### src/rtl/core/trfp_pkg.sv
// Shared types, codes and tag tables of the tagged response field parser.
package trfp_pkg;

    localparam logic [1:0] KIND_DATA    = 2'd0;
    localparam logic [1:0] KIND_SUMMARY = 2'd1;
    localparam logic [1:0] KIND_ERROR   = 2'd2;

    localparam logic [7:0] CH_SLASH = 8'h2F;
    localparam logic [7:0] CH_SEMI  = 8'h3B;
    localparam logic [7:0] CH_MINUS = 8'h2D;
    localparam logic [7:0] CH_ZERO  = 8'h30;
    localparam logic [7:0] CH_NINE  = 8'h39;

    localparam int HOLD_DEPTH  = 5;
    localparam int QUEUE_DEPTH = 2;

    localparam logic [7:0]  FIELD_MAX = 8'd255;
    localparam logic [10:0] RSSI_MAX  = 11'd1024;

    // One result as it travels from the parser to the output stage.
    typedef struct packed {
        logic [1:0]  kind;
        logic [7:0]  data;
        logic [8:0]  count;
        logic [7:0]  size;
        logic [10:0] rssi_mag;
        logic        rssi_neg;
        logic [7:0]  sf;
        logic [7:0]  cr;
    } trfp_item_t;

    // Tags in matching order: Payload, Size, RSSI, SF, CR.
    function automatic logic [3:0] tag_len(input logic [2:0] t);
        logic [3:0] len;
        case (t)
            3'd0:    len = 4'd9;
            3'd1:    len = 4'd6;
            3'd2:    len = 4'd6;
            3'd3:    len = 4'd4;
            3'd4:    len = 4'd4;
            default: len = 4'd1;
        endcase
        return len;
    endfunction

    function automatic logic [7:0] tag_char(input logic [2:0] t, input logic [3:0] i);
        logic [71:0] text;
        logic [7:0]  ch;
        case (t)
            3'd0:    text = "/Payload/";
            3'd1:    text = {24'd0, "/Size/"};
            3'd2:    text = {24'd0, "/RSSI/"};
            3'd3:    text = {40'd0, "/SF/"};
            3'd4:    text = {40'd0, "/CR/"};
            default: text = '0;
        endcase
        // The first character sits in the highest byte of the tag's own length.
        ch = '0;
        if (i < tag_len(t)) begin
            ch = text[8 * (tag_len(t) - 4'd1 - i) +: 8];
        end
        return ch;
    endfunction

endpackage

### src/rtl/core/tagged_response_field_parser_unit.sv
// Top level of the tagged response field parser: front, result queue and output stage.
// out_valid follows an accepted input beat through the result queue and the output register.
// Throughput: one input byte per cycle; in_stall rises only while the two-entry result
// queue is full, and with a result on every beat any stalled output cycle fills it.
// Reset (rst_n low, asynchronous) returns the parser to seeking the Payload tag and
// empties the queue and the output register; the hold window needs no reset.
module tagged_response_field_parser_unit #(
    parameter int MAX_PAYLOAD = 256
) (
    input  logic               clk,
    input  logic               rst_n,
    input  logic               in_valid,
    output logic               in_stall,
    input  logic [7:0]         rx_byte,
    output logic               out_valid,
    input  logic               out_stall,
    output logic [1:0]         result_kind,
    output logic [7:0]         data_byte,
    output logic [8:0]         payload_count,
    output logic [7:0]         declared_size,
    output logic signed [10:0] signal_strength,
    output logic [7:0]         spread_factor,
    output logic [7:0]         code_rate
);
    import trfp_pkg::*;

    trfp_item_t push_item;
    trfp_item_t head;
    logic       push;
    logic       pop;
    logic       q_empty;
    logic       q_full;

    assign in_stall = q_full;

    trfp_front #(
        .MAX_PAYLOAD (MAX_PAYLOAD)
    ) u_front (
        .clk       (clk),
        .rst_n     (rst_n),
        .in_valid  (in_valid),
        .rx_byte   (rx_byte),
        .fifo_full (q_full),
        .push      (push),
        .item      (push_item)
    );

    trfp_queue u_queue (
        .clk       (clk),
        .rst_n     (rst_n),
        .push      (push),
        .push_item (push_item),
        .pop       (pop),
        .head      (head),
        .empty     (q_empty),
        .full      (q_full)
    );

    trfp_back u_back (
        .clk             (clk),
        .rst_n           (rst_n),
        .head            (head),
        .empty           (q_empty),
        .pop             (pop),
        .out_valid       (out_valid),
        .out_stall       (out_stall),
        .result_kind     (result_kind),
        .data_byte       (data_byte),
        .payload_count   (payload_count),
        .declared_size   (declared_size),
        .signal_strength (signal_strength),
        .spread_factor   (spread_factor),
        .code_rate       (code_rate)
    );

endmodule

### src/rtl/core/trfp_front.sv
// Parser front: tag matching, payload hold window and decimal field accumulation.
module trfp_front #(
    parameter int MAX_PAYLOAD = 256
) (
    input  logic                clk,
    input  logic                rst_n,
    input  logic                in_valid,
    input  logic [7:0]          rx_byte,
    input  logic                fifo_full,
    output logic                push,
    output trfp_pkg::trfp_item_t item
);
    import trfp_pkg::*;

    localparam int CNT_W = $clog2(MAX_PAYLOAD + 1);
    localparam int EXT_W = CNT_W + 9;

    localparam logic [2:0] PH_SEEK    = 3'd0;
    localparam logic [2:0] PH_PAYLOAD = 3'd1;
    localparam logic [2:0] PH_SIZE    = 3'd2;
    localparam logic [2:0] PH_RSSI    = 3'd3;
    localparam logic [2:0] PH_SF      = 3'd4;
    localparam logic [2:0] PH_CR      = 3'd5;

    logic [2:0]       phase_reg, phase_next;
    logic [3:0]       tmi_reg, tmi_next;
    logic [2:0]       hold_cnt_reg, hold_cnt_next;
    logic [CNT_W-1:0] byte_cnt_reg, byte_cnt_next;
    logic [7:0]       size_reg, size_next;
    logic [10:0]      rssi_reg, rssi_next;
    logic             neg_reg, neg_next;
    logic [7:0]       sf_reg, sf_next;
    logic [7:0]       cr_reg, cr_next;
    logic             slash_reg, slash_next;
    logic [7:0]       hold_reg [HOLD_DEPTH];

    logic             accept;
    logic             shift_en;
    logic [2:0]       ph;
    logic [3:0]       len;
    logic [3:0]       idx0;
    logic [3:0]       m;
    logic             done;
    logic [3:0]       m_next;
    logic             is_digit;
    logic [3:0]       digit;
    logic [11:0]      size_sum, sf_sum, cr_sum;
    logic [13:0]      rssi_sum;
    logic [EXT_W-1:0] cnt_ext;

    assign accept   = in_valid && !fifo_full;
    assign ph       = (phase_reg > PH_CR) ? PH_SEEK : phase_reg;
    assign is_digit = (rx_byte >= CH_ZERO) && (rx_byte <= CH_NINE);
    assign digit    = 4'(rx_byte - CH_ZERO);
    assign cnt_ext  = EXT_W'(byte_cnt_reg);

    assign size_sum = 12'(size_reg) * 12'd10 + 12'(digit);
    assign sf_sum   = 12'(sf_reg) * 12'd10 + 12'(digit);
    assign cr_sum   = 12'(cr_reg) * 12'd10 + 12'(digit);
    assign rssi_sum = 14'(rssi_reg) * 14'd10 + 14'(digit);

    // One step of the running tag match for the tag of the current phase.
    always_comb
    begin
        len  = tag_len(ph);
        idx0 = (tmi_reg >= len) ? 4'd0 : tmi_reg;
        if (rx_byte == tag_char(ph, idx0))
        begin
            m = idx0 + 4'd1;
        end
        else
        begin
            m = (rx_byte == CH_SLASH) ? 4'd1 : 4'd0;
        end
        done   = (m == len);
        m_next = done ? 4'd0 : m;
    end

    always_comb
    begin
        phase_next    = phase_reg;
        tmi_next      = tmi_reg;
        hold_cnt_next = hold_cnt_reg;
        byte_cnt_next = byte_cnt_reg;
        size_next     = size_reg;
        rssi_next     = rssi_reg;
        neg_next      = neg_reg;
        sf_next       = sf_reg;
        cr_next       = cr_reg;
        slash_next    = slash_reg;
        shift_en      = 1'b0;
        push          = 1'b0;
        item          = '0;

        if (accept)
        begin
            slash_next = (rx_byte == CH_SLASH);
            if (ph == PH_SEEK)
            begin
                tmi_next = m_next;
                if (done)
                begin
                    tmi_next      = '0;
                    hold_cnt_next = '0;
                    byte_cnt_next = '0;
                    size_next     = '0;
                    rssi_next     = '0;
                    neg_next      = 1'b0;
                    sf_next       = '0;
                    cr_next       = '0;
                    phase_next    = PH_PAYLOAD;
                end
            end
            else if (slash_reg && rx_byte == CH_SEMI)
            begin
                // End mark: a summary only once the CR field has begun.
                push = 1'b1;
                if (ph == PH_CR)
                begin
                    item.kind     = KIND_SUMMARY;
                    item.count    = cnt_ext[8:0];
                    item.size     = size_reg;
                    item.rssi_mag = rssi_reg;
                    item.rssi_neg = neg_reg;
                    item.sf       = sf_reg;
                    item.cr       = cr_reg;
                end
                else
                begin
                    item.kind = KIND_ERROR;
                end
                tmi_next      = '0;
                hold_cnt_next = '0;
                byte_cnt_next = '0;
                size_next     = '0;
                rssi_next     = '0;
                neg_next      = 1'b0;
                sf_next       = '0;
                cr_next       = '0;
                phase_next    = PH_SEEK;
            end
            else if (ph == PH_PAYLOAD)
            begin
                tmi_next = m_next;
                if (done)
                begin
                    // The held bytes are the Size tag itself and are dropped.
                    hold_cnt_next = '0;
                    phase_next    = PH_SIZE;
                end
                else if (hold_cnt_reg < 3'(HOLD_DEPTH))
                begin
                    shift_en      = 1'b1;
                    hold_cnt_next = hold_cnt_reg + 3'd1;
                end
                else
                begin
                    shift_en = 1'b1;
                    push     = 1'b1;
                    if (byte_cnt_reg >= CNT_W'(MAX_PAYLOAD))
                    begin
                        item.kind     = KIND_ERROR;
                        tmi_next      = '0;
                        hold_cnt_next = '0;
                        byte_cnt_next = '0;
                        size_next     = '0;
                        rssi_next     = '0;
                        neg_next      = 1'b0;
                        sf_next       = '0;
                        cr_next       = '0;
                        phase_next    = PH_SEEK;
                    end
                    else
                    begin
                        item.kind     = KIND_DATA;
                        item.data     = hold_reg[0];
                        byte_cnt_next = byte_cnt_reg + CNT_W'(1);
                    end
                end
            end
            else
            begin
                if (is_digit)
                begin
                    case (ph)
                        PH_SIZE:
                            size_next = (size_sum > 12'(FIELD_MAX)) ? FIELD_MAX : size_sum[7:0];
                        PH_RSSI:
                            rssi_next = (rssi_sum > 14'(RSSI_MAX)) ? RSSI_MAX : rssi_sum[10:0];
                        PH_SF:
                            sf_next = (sf_sum > 12'(FIELD_MAX)) ? FIELD_MAX : sf_sum[7:0];
                        default:
                            cr_next = (cr_sum > 12'(FIELD_MAX)) ? FIELD_MAX : cr_sum[7:0];
                    endcase
                end
                else if (rx_byte == CH_MINUS && ph == PH_RSSI)
                begin
                    neg_next = 1'b1;
                end
                if (ph != PH_CR)
                begin
                    tmi_next = m_next;
                    if (done)
                    begin
                        phase_next = ph + 3'd1;
                    end
                end
            end
        end
    end

    always_ff @(posedge clk or negedge rst_n)
    begin
        if (!rst_n)
        begin
            phase_reg    <= PH_SEEK;
            tmi_reg      <= '0;
            hold_cnt_reg <= '0;
            byte_cnt_reg <= '0;
            size_reg     <= '0;
            rssi_reg     <= '0;
            neg_reg      <= 1'b0;
            sf_reg       <= '0;
            cr_reg       <= '0;
            slash_reg    <= 1'b0;
        end
        else
        begin
            phase_reg    <= phase_next;
            tmi_reg      <= tmi_next;
            hold_cnt_reg <= hold_cnt_next;
            byte_cnt_reg <= byte_cnt_next;
            size_reg     <= size_next;
            rssi_reg     <= rssi_next;
            neg_reg      <= neg_next;
            sf_reg       <= sf_next;
            cr_reg       <= cr_next;
            slash_reg    <= slash_next;
        end
    end

    // Bytes enter at the top; once the window is full the bottom entry is the oldest.
    always_ff @(posedge clk)
    begin
        if (shift_en)
        begin
            for (int i = 0; i < HOLD_DEPTH - 1; i++)
            begin
                hold_reg[i] <= hold_reg[i + 1];
            end
            hold_reg[HOLD_DEPTH - 1] <= rx_byte;
        end
    end

    a_hold_bound: assert property (@(posedge clk) disable iff (!rst_n)
        hold_cnt_reg <= 3'(HOLD_DEPTH))
        else $error("hold window count out of range");

    a_count_bound: assert property (@(posedge clk) disable iff (!rst_n)
        byte_cnt_reg <= CNT_W'(MAX_PAYLOAD))
        else $error("payload byte count beyond limit");

    a_end_reseek: assert property (@(posedge clk) disable iff (!rst_n)
        push && item.kind != KIND_DATA |=> phase_reg == PH_SEEK)
        else $error("parser did not return to seeking after a summary or error");

endmodule

### src/rtl/core/trfp_queue.sv
// Short result queue between the parser front and the output stage.
module trfp_queue (
    input  logic                 clk,
    input  logic                 rst_n,
    input  logic                 push,
    input  trfp_pkg::trfp_item_t push_item,
    input  logic                 pop,
    output trfp_pkg::trfp_item_t head,
    output logic                 empty,
    output logic                 full
);
    import trfp_pkg::*;

    localparam int PTR_W = $clog2(QUEUE_DEPTH);
    localparam int CNT_W = $clog2(QUEUE_DEPTH + 1);

    trfp_item_t       store_reg [QUEUE_DEPTH];
    logic [PTR_W-1:0] wr_ptr_reg, wr_ptr_next;
    logic [PTR_W-1:0] rd_ptr_reg, rd_ptr_next;
    logic [CNT_W-1:0] count_reg, count_next;

    assign empty = (count_reg == '0);
    assign full  = (count_reg == CNT_W'(QUEUE_DEPTH));
    assign head  = store_reg[rd_ptr_reg];

    always_comb
    begin
        wr_ptr_next = wr_ptr_reg;
        rd_ptr_next = rd_ptr_reg;
        count_next  = count_reg;
        if (push)
        begin
            wr_ptr_next = (wr_ptr_reg == PTR_W'(QUEUE_DEPTH - 1)) ? '0 : wr_ptr_reg + PTR_W'(1);
        end
        if (pop)
        begin
            rd_ptr_next = (rd_ptr_reg == PTR_W'(QUEUE_DEPTH - 1)) ? '0 : rd_ptr_reg + PTR_W'(1);
        end
        if (push && !pop)
        begin
            count_next = count_reg + CNT_W'(1);
        end
        else if (pop && !push)
        begin
            count_next = count_reg - CNT_W'(1);
        end
    end

    always_ff @(posedge clk or negedge rst_n)
    begin
        if (!rst_n)
        begin
            wr_ptr_reg <= '0;
            rd_ptr_reg <= '0;
            count_reg  <= '0;
        end
        else
        begin
            wr_ptr_reg <= wr_ptr_next;
            rd_ptr_reg <= rd_ptr_next;
            count_reg  <= count_next;
        end
    end

    always_ff @(posedge clk)
    begin
        if (push)
        begin
            store_reg[wr_ptr_reg] <= push_item;
        end
    end

    a_no_overflow: assert property (@(posedge clk) disable iff (!rst_n)
        !(push && full))
        else $error("result queue written while full");

    a_no_underflow: assert property (@(posedge clk) disable iff (!rst_n)
        !(pop && empty))
        else $error("result queue read while empty");

endmodule

### src/rtl/core/trfp_back.sv
// Output stage: takes queued results, finishes the RSSI value and holds the outgoing beat.
module trfp_back (
    input  logic                 clk,
    input  logic                 rst_n,
    input  trfp_pkg::trfp_item_t head,
    input  logic                 empty,
    output logic                 pop,
    output logic                 out_valid,
    input  logic                 out_stall,
    output logic [1:0]           result_kind,
    output logic [7:0]           data_byte,
    output logic [8:0]           payload_count,
    output logic [7:0]           declared_size,
    output logic signed [10:0]   signal_strength,
    output logic [7:0]           spread_factor,
    output logic [7:0]           code_rate
);
    import trfp_pkg::*;

    logic               valid_reg, valid_next;
    logic [1:0]         kind_reg;
    logic [7:0]         data_reg;
    logic [8:0]         count_reg;
    logic [7:0]         size_reg;
    logic signed [10:0] rssi_reg;
    logic [7:0]         sf_reg;
    logic [7:0]         cr_reg;
    logic signed [10:0] rssi_value;

    // A magnitude of 1024 wraps to -1024 when negative and clips to 1023 otherwise.
    assign rssi_value = head.rssi_neg ? $signed(11'd0 - head.rssi_mag)
                      : (head.rssi_mag[10] ? 11'sd1023 : $signed(head.rssi_mag));

    assign pop        = !empty && (!valid_reg || !out_stall);
    assign valid_next = pop ? 1'b1 : (valid_reg && out_stall);

    always_ff @(posedge clk or negedge rst_n)
    begin
        if (!rst_n)
        begin
            valid_reg <= 1'b0;
        end
        else
        begin
            valid_reg <= valid_next;
        end
    end

    always_ff @(posedge clk)
    begin
        if (pop)
        begin
            kind_reg  <= head.kind;
            data_reg  <= head.data;
            count_reg <= head.count;
            size_reg  <= head.size;
            rssi_reg  <= rssi_value;
            sf_reg    <= head.sf;
            cr_reg    <= head.cr;
        end
    end

    assign out_valid       = valid_reg;
    assign result_kind     = kind_reg;
    assign data_byte       = data_reg;
    assign payload_count   = count_reg;
    assign declared_size   = size_reg;
    assign signal_strength = rssi_reg;
    assign spread_factor   = sf_reg;
    assign code_rate       = cr_reg;

endmodule

### config.mk
export PLATFORM = sky130hd
export DESIGN_NAME = tagged_response_field_parser_unit
export DESIGN_NICKNAME = d
export VERILOG_FILES = /design/src/rtl/core/trfp_pkg.sv /design/src/rtl/core/tagged_response_field_parser_unit.sv /design/src/rtl/core/trfp_front.sv /design/src/rtl/core/trfp_queue.sv /design/src/rtl/core/trfp_back.sv
export SDC_FILE = /design/constraint.sdc
export NUM_CORES = 1
export LEC_CHECK = 0
export BUFFER_PORTS_ARGS = -buffer_cell sky130_fd_sc_hd__buf_2
export CAP_MARGIN = 30
export CORE_MARGIN = 10
export CORE_UTILIZATION = 45
export CTS_CLUSTER_SIZE = 20
export DETAILED_ROUTE_END_ITERATION = 10
export MAX_ROUTING_LAYER = met4
export PLACE_DENSITY = 0.69
export SLEW_MARGIN = 20
export SYNTH_ARGS = -nofsm -noshare
export SYNTH_HDL_FRONTEND = slang
export SYNTH_SLANG_ARGS = --single-unit
### constraint.sdc
create_clock -name clk -period 12.5 [get_ports clk]
set_clock_uncertainty 0.1 [all_clocks]
set_input_delay 0.625 -clock clk [delete_from_list [all_inputs] [get_ports clk]]
set_output_delay 0.625 -clock clk [all_outputs]
set_load 0.02 [all_outputs]
### After elaboration in Yosys (flattened, before gate mapping)

Memories as Yosys holds them, arrays and structs flattened.
Cells that the tools add are included.

* register bits after elaboration: 115
* RAM bits: 150
* input bits: 12
* logic and storage cells: 230
* memories: 2

Memory list
* u_queue.store_reg: words 2, width 55, read ports 1, clocked after Yosys merged registers in 0, wr ports 1, line trfp_queue.sv:17 `trfp_item_t store_reg [QUEUE_DEPTH];`
* u_front.hold_reg: words 5, width 8, read ports 5, clocked after Yosys merged registers in 0, wr ports 5, line trfp_front.sv:35 `logic [7:0] hold_reg [HOLD_DEPTH];`

* $add $sub $neg: 16
* multiply operators: 4
* $lt $le $gt $ge: 11
* equal/unequal tests: 21
* shifts and indexed selects: 1
* muxes and demuxes: 114
* reductions and logical operators: 40

Operators with widths (number)
* $pmux 70 s5: 1
* $mux 8: 25
* $mux 11: 11
* $mux 55: 2
* $mux 45: 2
* $shiftx 72x33->8: 1
* $mux 9: 7
* $mux 3: 16
* $mux 4: 12
* $mux 10: 4
* $add 12x4->12: 3
* $gt 12x8->1 const B: 3
* $reduce_and 7->1: 5
* $mul 8x3->11 const B: 3
* $sub 29x4->29: 1
* $mux 1: 28
* $reduce_bool 4->1: 7
* $eq 8x6->1 const B: 3
* $add 14x4->14: 1
* $gt 14x11->1 const B: 1
* $mul 11x3->13 const B: 1
* $pmux 4 s3: 1
* $sub 1x11->11 const A: 1
* $mux 2: 5
* 40 further kinds: 63

### Depth between registers and ports, before layout

* depth in word-level cells: 25
* mapped depth: 32
* gate-level depth less buffers: 29

### By module

Synthesis repeated with hierarchy kept, for this count alone.

* cells, all modules: 1166
* area, all modules: 14340.0 um^2

Modules (own cells, without submodules)
* trfp_front: instances 1, cells each 870, area each 8035.2 um^2, sequential area each 2602.5 um^2
* trfp_queue: instances 1, cells each 187, area each 4320.4 um^2, sequential area each 3403.3 um^2
* trfp_back: instances 1, cells each 109, area each 1984.4 um^2, sequential area each 1646.6 um^2

### Least setup slack after synthesis

No wires, ideal clock.

* kind: register to register
* start point: register u_front.phase_reg[2]
* end point: register u_front.hold_cnt_reg[2]
* library setup time: 0.093 ns
* data arrival time: 9.643 ns
* required time: 12.307 ns
* slack: 2.664 ns
* cell stages (with the launch flop): 25
* buffers on the path: 2
* period minus slack after synthesis: 9.836 ns
* cells stage by stage: dfrtp_1 -> nand2b_1 -> inv_1 -> ha_1 -> clkbuf_1 -> nor3_1 -> a21oi_1 -> nand2_1 -> ha_1 -> nand2b_1 -> a2111oi_0 -> o21ai_1 -> inv_1 -> ha_1 -> fa_1 -> xor2_2 -> nand2_1 -> a2111o_1 -> a21o_1 -> a211oi_1 -> o21ai_1 -> buf_2 -> nor4_1 -> a21oi_1 -> a21oi_1

* cells in the longest elaborated chain, start to end: 17
* elaborated cells between the ends (all ways): 31
* those cells by class: 3 x add/sub; 3 x order compare; 7 x eq/ne; 1 x shift; 11 x mux; 6 x reduce/logical

RTL lines
* start: declaration: line trfp_front.sv:25 `logic [2:0] phase_reg, phase_next;`
* start signal: assignment: line trfp_front.sv:229 `phase_reg <= phase_next;`
* $gt 3x3->1: line trfp_front.sv:52 `assign ph = (phase_reg > PH_CR) ? PH_SEEK : phase_reg;`
* $mux 3 *: line trfp_front.sv:52
* $eq 3x3->1 (tied with other cells): line trfp_pkg.sv:35, trfp_pkg.sv:49
* $reduce_or 2->1 (no source line)
* $pmux 4 s3: line trfp_pkg.sv:35 `case (t)`
* $mux 4 / $ge 4x4->1 (equally long branches): line trfp_pkg.sv:59, trfp_front.sv:66
* $sub 4x1->5 / $mux 4 (equally long branches): line trfp_pkg.sv:60, trfp_front.sv:66
* $sub 29x4->29: line trfp_pkg.sv:60 `ch = text[8 * (tag_len(t) - 4'd1 - i) +: 8];`
* $shiftx 72x33->8: line trfp_pkg.sv:60
* $mux 8: line trfp_pkg.sv:59 `if (i < tag_len(t)) begin`
* $eq 8x8->1: line trfp_front.sv:67 `if (rx_byte == tag_char(ph, idx0))`
* $mux 4: line trfp_front.sv:67
* $eq 4x4->1: line trfp_front.sv:75 `done = (m == len);`
* $mux 3: line trfp_front.sv:145 `if (done)`
* $mux 3: line trfp_front.sv:142 `else if (ph == PH_PAYLOAD)`
* $mux 3: line trfp_front.sv:114 `else if (slash_reg && rx_byte == CH_SEMI)`
* $mux 3: line trfp_front.sv:98 `if (ph == PH_SEEK)`
* end signal: assignment: line trfp_front.sv:231 `hold_cnt_reg <= hold_cnt_next;`
* end: declaration: line trfp_front.sv:27 `logic [2:0] hold_cnt_reg, hold_cnt_next;`

Mark *: on every way between the ends. The rest lies on a longest branch, timed or not. The select of a mux whose other input is x is not followed.
A chain may end at the register's enable or synchronous reset.

==> out/qor.json <==
{
  "clocking": {
    "clockBufferDepth": 3,
    "clockRootBuffer": "sky130_fd_sc_hd__clkbuf_16",
    "h-tree-depth": 1,
    "post_cts.resized_instances": 0,
    "cts_made_buffers": 28,
    "post_cts.repair.setup_buffers": 0,
    "clk-insertion-delay-late_ns": 0.54,
    "tritoncts": "yes",
    "cts.clk_slew.worst_paths_ns": 0.06,
    "clock-sinks": 265,
    "post_cts_hold_buffer_count": 0
  },
  "timing": {
    "rsz_0062_raised_after_global_routing": "false",
    "timing.final.crit_share_pct": 69.6,
    "hold_viol": 0,
    "worstMarginPinSlew_ns": 0.913,
    "maxSlewViolCount": 0,
    "final_critical_delay_including_setup_and_external_delays_ns": 8.70,
    "clock.fmax_mhz": 115,
    "fin_hold_ws_ns": 0.193,
    "number_of_failing_setup_endpoints_in_the_final_timing_report": 0,
    "maxSlewHeadroom_pct": 39.1,
    "finalSetupTns_ns": 0
  },
  "floorplan": {
    "fp-row-count": 65,
    "die-width_um": 198,
    "floorplan.initialDensity_pct": 45.4,
    "die-height_um": 198,
    "fp.dieArea_mm2": 0.0392,
    "i_o_pin_count": 68,
    "core_mm2": 0.0314
  },
  "pwr": {
    "internal_power_mw": 1.45,
    "power_leakage_nw": 5.77,
    "power_switching_mw": 0.361,
    "power.density_mw_per_mm2": 113,
    "power.share.sequential_pct": 51.9,
    "vdd_ir_drop_max_mv": 0.0757,
    "power.share.switching_pct": 20.0,
    "power.share.clock_pct": 46.5,
    "combinationalPowerShare_pct": 1.6
  },
  "logic_synthesis": {
    "yosysUniqueCellTypes": 72,
    "yosys_register_bits": 265,
    "synth_cells": 1207,
    "yosysWarningCount": 0,
    "post_synth_main_area_contributors": "sky130_fd_sc_hd__edfxtp_1 43%, sky130_fd_sc_hd__dfrtp_1 11%, sky130_fd_sc_hd__ha_1 7.9%, sky130_fd_sc_hd__mux2_2 4.7%, sky130_fd_sc_hd__o21ai_0 2.4%",
    "synthMuxAreaShare_pct": 6.64,
    "synth-edff-count": 204,
    "simple_logic_cell_fraction_of_the_synthesized_area_pct": 12.5,
    "xor_and_xnor_fraction_of_the_mapped_netlist_area_pct": 3.56,
    "share_of_synthesized_flip_flops_with_an_asynchronous_set_or_reset_pct": 23.0,
    "synth_sequential_area_ratio_pct": 53.7,
    "dominantRegCellSynth": "sky130_fd_sc_hd__edfxtp_1",
    "mappedNetlistNets": 1318,
    "synth_compound_area_share_pct": 11.3,
    "yosysTopAreaCell": "sky130_fd_sc_hd__edfxtp_1",
    "post-synth-top-area-fraction_pct": 43.0,
    "synth_fa_ha_area_share_pct": 9.17,
    "mean_area_per_synthesized_cell_um2": 11.8,
    "netlist_area_mm2": 0.0143,
    "synth_top_family_by_area": "simple AND/OR/NAND/NOR gates"
  },
  "critical_path": {
    "timing.setup.critical_path_class": "register to register",
    "slowest_stage": "sky130_fd_sc_hd__o31ai_4",
    "r2r_slack_ns": 3.80,
    "cp_max_fo": 22,
    "worst-path-buf-inv": 4,
    "rr_startpoint": "u_front.phase_reg[1]",
    "cp_data_arrival_time_ns": 9.00,
    "endpoint_type_of_the_worst_setup_path": "register",
    "startpoint_type": "register",
    "slowest_delay_ns": 0.81,
    "reg2regPathDepth": 25,
    "critical_path.top_delay_family": "simple AND/OR/NAND/NOR gates",
    "timing.critical_path.required_ns": 12.80,
    "reg_to_reg_endpoint": "u_queue.store_reg[0][50]",
    "worst-path-stages": 25
  },
  "global_routing": {
    "grt_pass1_vias": 9617,
    "pin_count_of_the_biggest_net_entering_global_routing": 62,
    "grt_pass1_wl_mm": 50.8,
    "global_route.overflow_total": 0,
    "initial_antenna_violation_count": 0,
    "track_usage_pct": 16.4
  },
  "final_layout": {
    "layout.nets": 1383,
    "drive_above_1_share_pct": 16.1,
    "sequential_cell_area_mm2": 0.00765,
    "insertedDiodeCount": 0,
    "layoutNonFillerInstCount": 1695,
    "largest_register_ffs": 110,
    "layout_commonest_cell": "sky130_fd_sc_hd__edfxtp_1",
    "finalInstanceArea_mm2": 0.0160,
    "number_of_filler_instances_in_the_final_layout": 2715,
    "most-common-layout-cells": "204 x sky130_fd_sc_hd__edfxtp_1, 90 x sky130_fd_sc_hd__ha_1, 70 x sky130_fd_sc_hd__nand2_1, 69 x sky130_fd_sc_hd__o21ai_0, 68 x sky130_fd_sc_hd__buf_2",
    "multi_input_comb_area_mm2": 0.00618,
    "flow.area_growth_from_synthesis_pct": 12.2
  },
  "routing": {
    "detailed_route_vias_per_instance": 5.57,
    "detail_route.wl_per_cell_um": 18.4,
    "postRouteWirelength_mm": 31.2,
    "remaining_antenna_violation_count_after_routing": 0,
    "drt_drc_violations_left": 0,
    "overall_via_count_from_detail_route": 9437,
    "detail_route.first_pass.iterations": 7,
    "starting_drt_drc_count": 771
  },
  "place": {
    "dpl.cell_count": 1640,
    "gp_congestion": 0.896,
    "portBuffers": 67,
    "place_hpwl_mm": 21.7,
    "placed_area_mm2": 0.0150
  },
  "job": {
    "max-cap-violations": 0
  },
  "min_path": {
    "hold_path.class": "input port to asynchronous set/reset pin"
  },
  "outcome": {
    "run_status": "finished, final reports clean"
  }
}
==> cells in the mapped netlist (all sizes together) (14+ instances only) <==
library cell  count
or2              16
o21ai            73
inv              68
nand2            71
nor3             26
and2             48
xor2             25
a21oi            51
nand3            27
clkbuf           32
nor2             60
mux2i            27
edfxtp          204
a21o             15
nor4             23
ha               90
mux2             60
o31ai            19
dfrtp            61
nand2b           14
buf              16
xnor2            32
==> worst reg2reg max path: stages (launching register included) <==
cell                        delay, ns
sky130_fd_sc_hd__dfrtp_1         0.44
sky130_fd_sc_hd__nand2_1         0.08
sky130_fd_sc_hd__nand2_1         0.12
sky130_fd_sc_hd__ha_1            0.47
sky130_fd_sc_hd__inv_1           0.24
sky130_fd_sc_hd__nor2_2          0.45
sky130_fd_sc_hd__inv_1           0.38
sky130_fd_sc_hd__nand2_1         0.25
sky130_fd_sc_hd__ha_1            0.25
sky130_fd_sc_hd__nand2b_1        0.14
sky130_fd_sc_hd__a2111oi_0       0.47
sky130_fd_sc_hd__o21ai_1         0.29
sky130_fd_sc_hd__inv_1           0.14
sky130_fd_sc_hd__ha_1            0.20
sky130_fd_sc_hd__fa_1            0.68
sky130_fd_sc_hd__inv_1           0.28
sky130_fd_sc_hd__nor2_1          0.09
sky130_fd_sc_hd__a221o_1         0.37
sky130_fd_sc_hd__nor4b_1         0.15
sky130_fd_sc_hd__a221o_1         0.31
sky130_fd_sc_hd__nor4_1          0.40
sky130_fd_sc_hd__nand2_1         0.18
sky130_fd_sc_hd__o31ai_4         0.81
sky130_fd_sc_hd__nand2_2         0.37
sky130_fd_sc_hd__nor4_2          0.66
sky130_fd_sc_hd__and2_1          0.25
==> cell families after synthesis <==
family / Yosys count
flip-flops: 265
multiplexers: 87
XOR/XNOR: 57
adder cells (fa/ha/maj): 99
AND/OR/NAND/NOR: 340
buffers and inverters: 116
AO/OA/AOI/OAI: 243
==> routing by layer <==
metal  GRT usage [%]  vias to the layer above  routed length, um
met5               -                        -                  0
met4            4.73                        0                702
met3            1.85                       45               1420
met2            26.7                      186              14900
met1            21.4                     4600              14100
li1                -                     4606                  -
==> power groups by stage <==
stage                     sequential [mW]  combinational [mW]  clock, mW
after floorplan                     0.957              0.0147          0
after global placement              0.957              0.0285          0
after detailed placement            0.957              0.0289          0
after CTS                           0.939              0.0292      0.860
after global routing                0.938              0.0324      0.897
final                               0.939              0.0286      0.841
==> worst max-delay path by stage <==
| stage | endpoint | from | slack (ns) |
|---|---|---|---|
| 5_1_grt | u_queue.store_reg[0][51] | u_front.phase_reg[1] | 3.05 |
| 3_5_place_dp | u_front.rssi_reg[10] | u_front.phase_reg[1] | 3.65 |
| 6_report | u_queue.store_reg[0][50] | u_front.phase_reg[1] | 3.80 |
| 4_1_cts | u_front.rssi_reg[10] | u_front.phase_reg[1] | 3.58 |
| 2_1_floorplan | u_front.hold_cnt_reg[2] | u_front.phase_reg[2] | 2.66 |
| 3_3_place_gp | u_front.rssi_reg[10] | u_front.phase_reg[1] | 3.88 |
==> metrics by stage <==
stage | util (%) | worst slack [ns] | power [mW]
detailed placement | 47.9 | 3.65 | 0.986
floorplan | - | 2.66 | 0.972
global route | 50.9 | 3.05 | 1.87
CTS | 50.8 | 3.58 | 1.83
finish | 50.9 | 3.80 | 1.81
global placement | 47.9 | 3.88 | 0.985
==> final cells by class <==
class / count / area share (%)
Sequential cell: 265 / 47.9
Tap cell: 402 / 3.14
Inverter: 68 / 1.60
Clock inverter: 16 / 1.31
Multi-Input combinational cell: 826 / 38.7
Timing Repair Buffer: 83 / 2.88
Clock buffer: 35 / 4.55
Note: power is estimated with default switching activity, not from simulation.
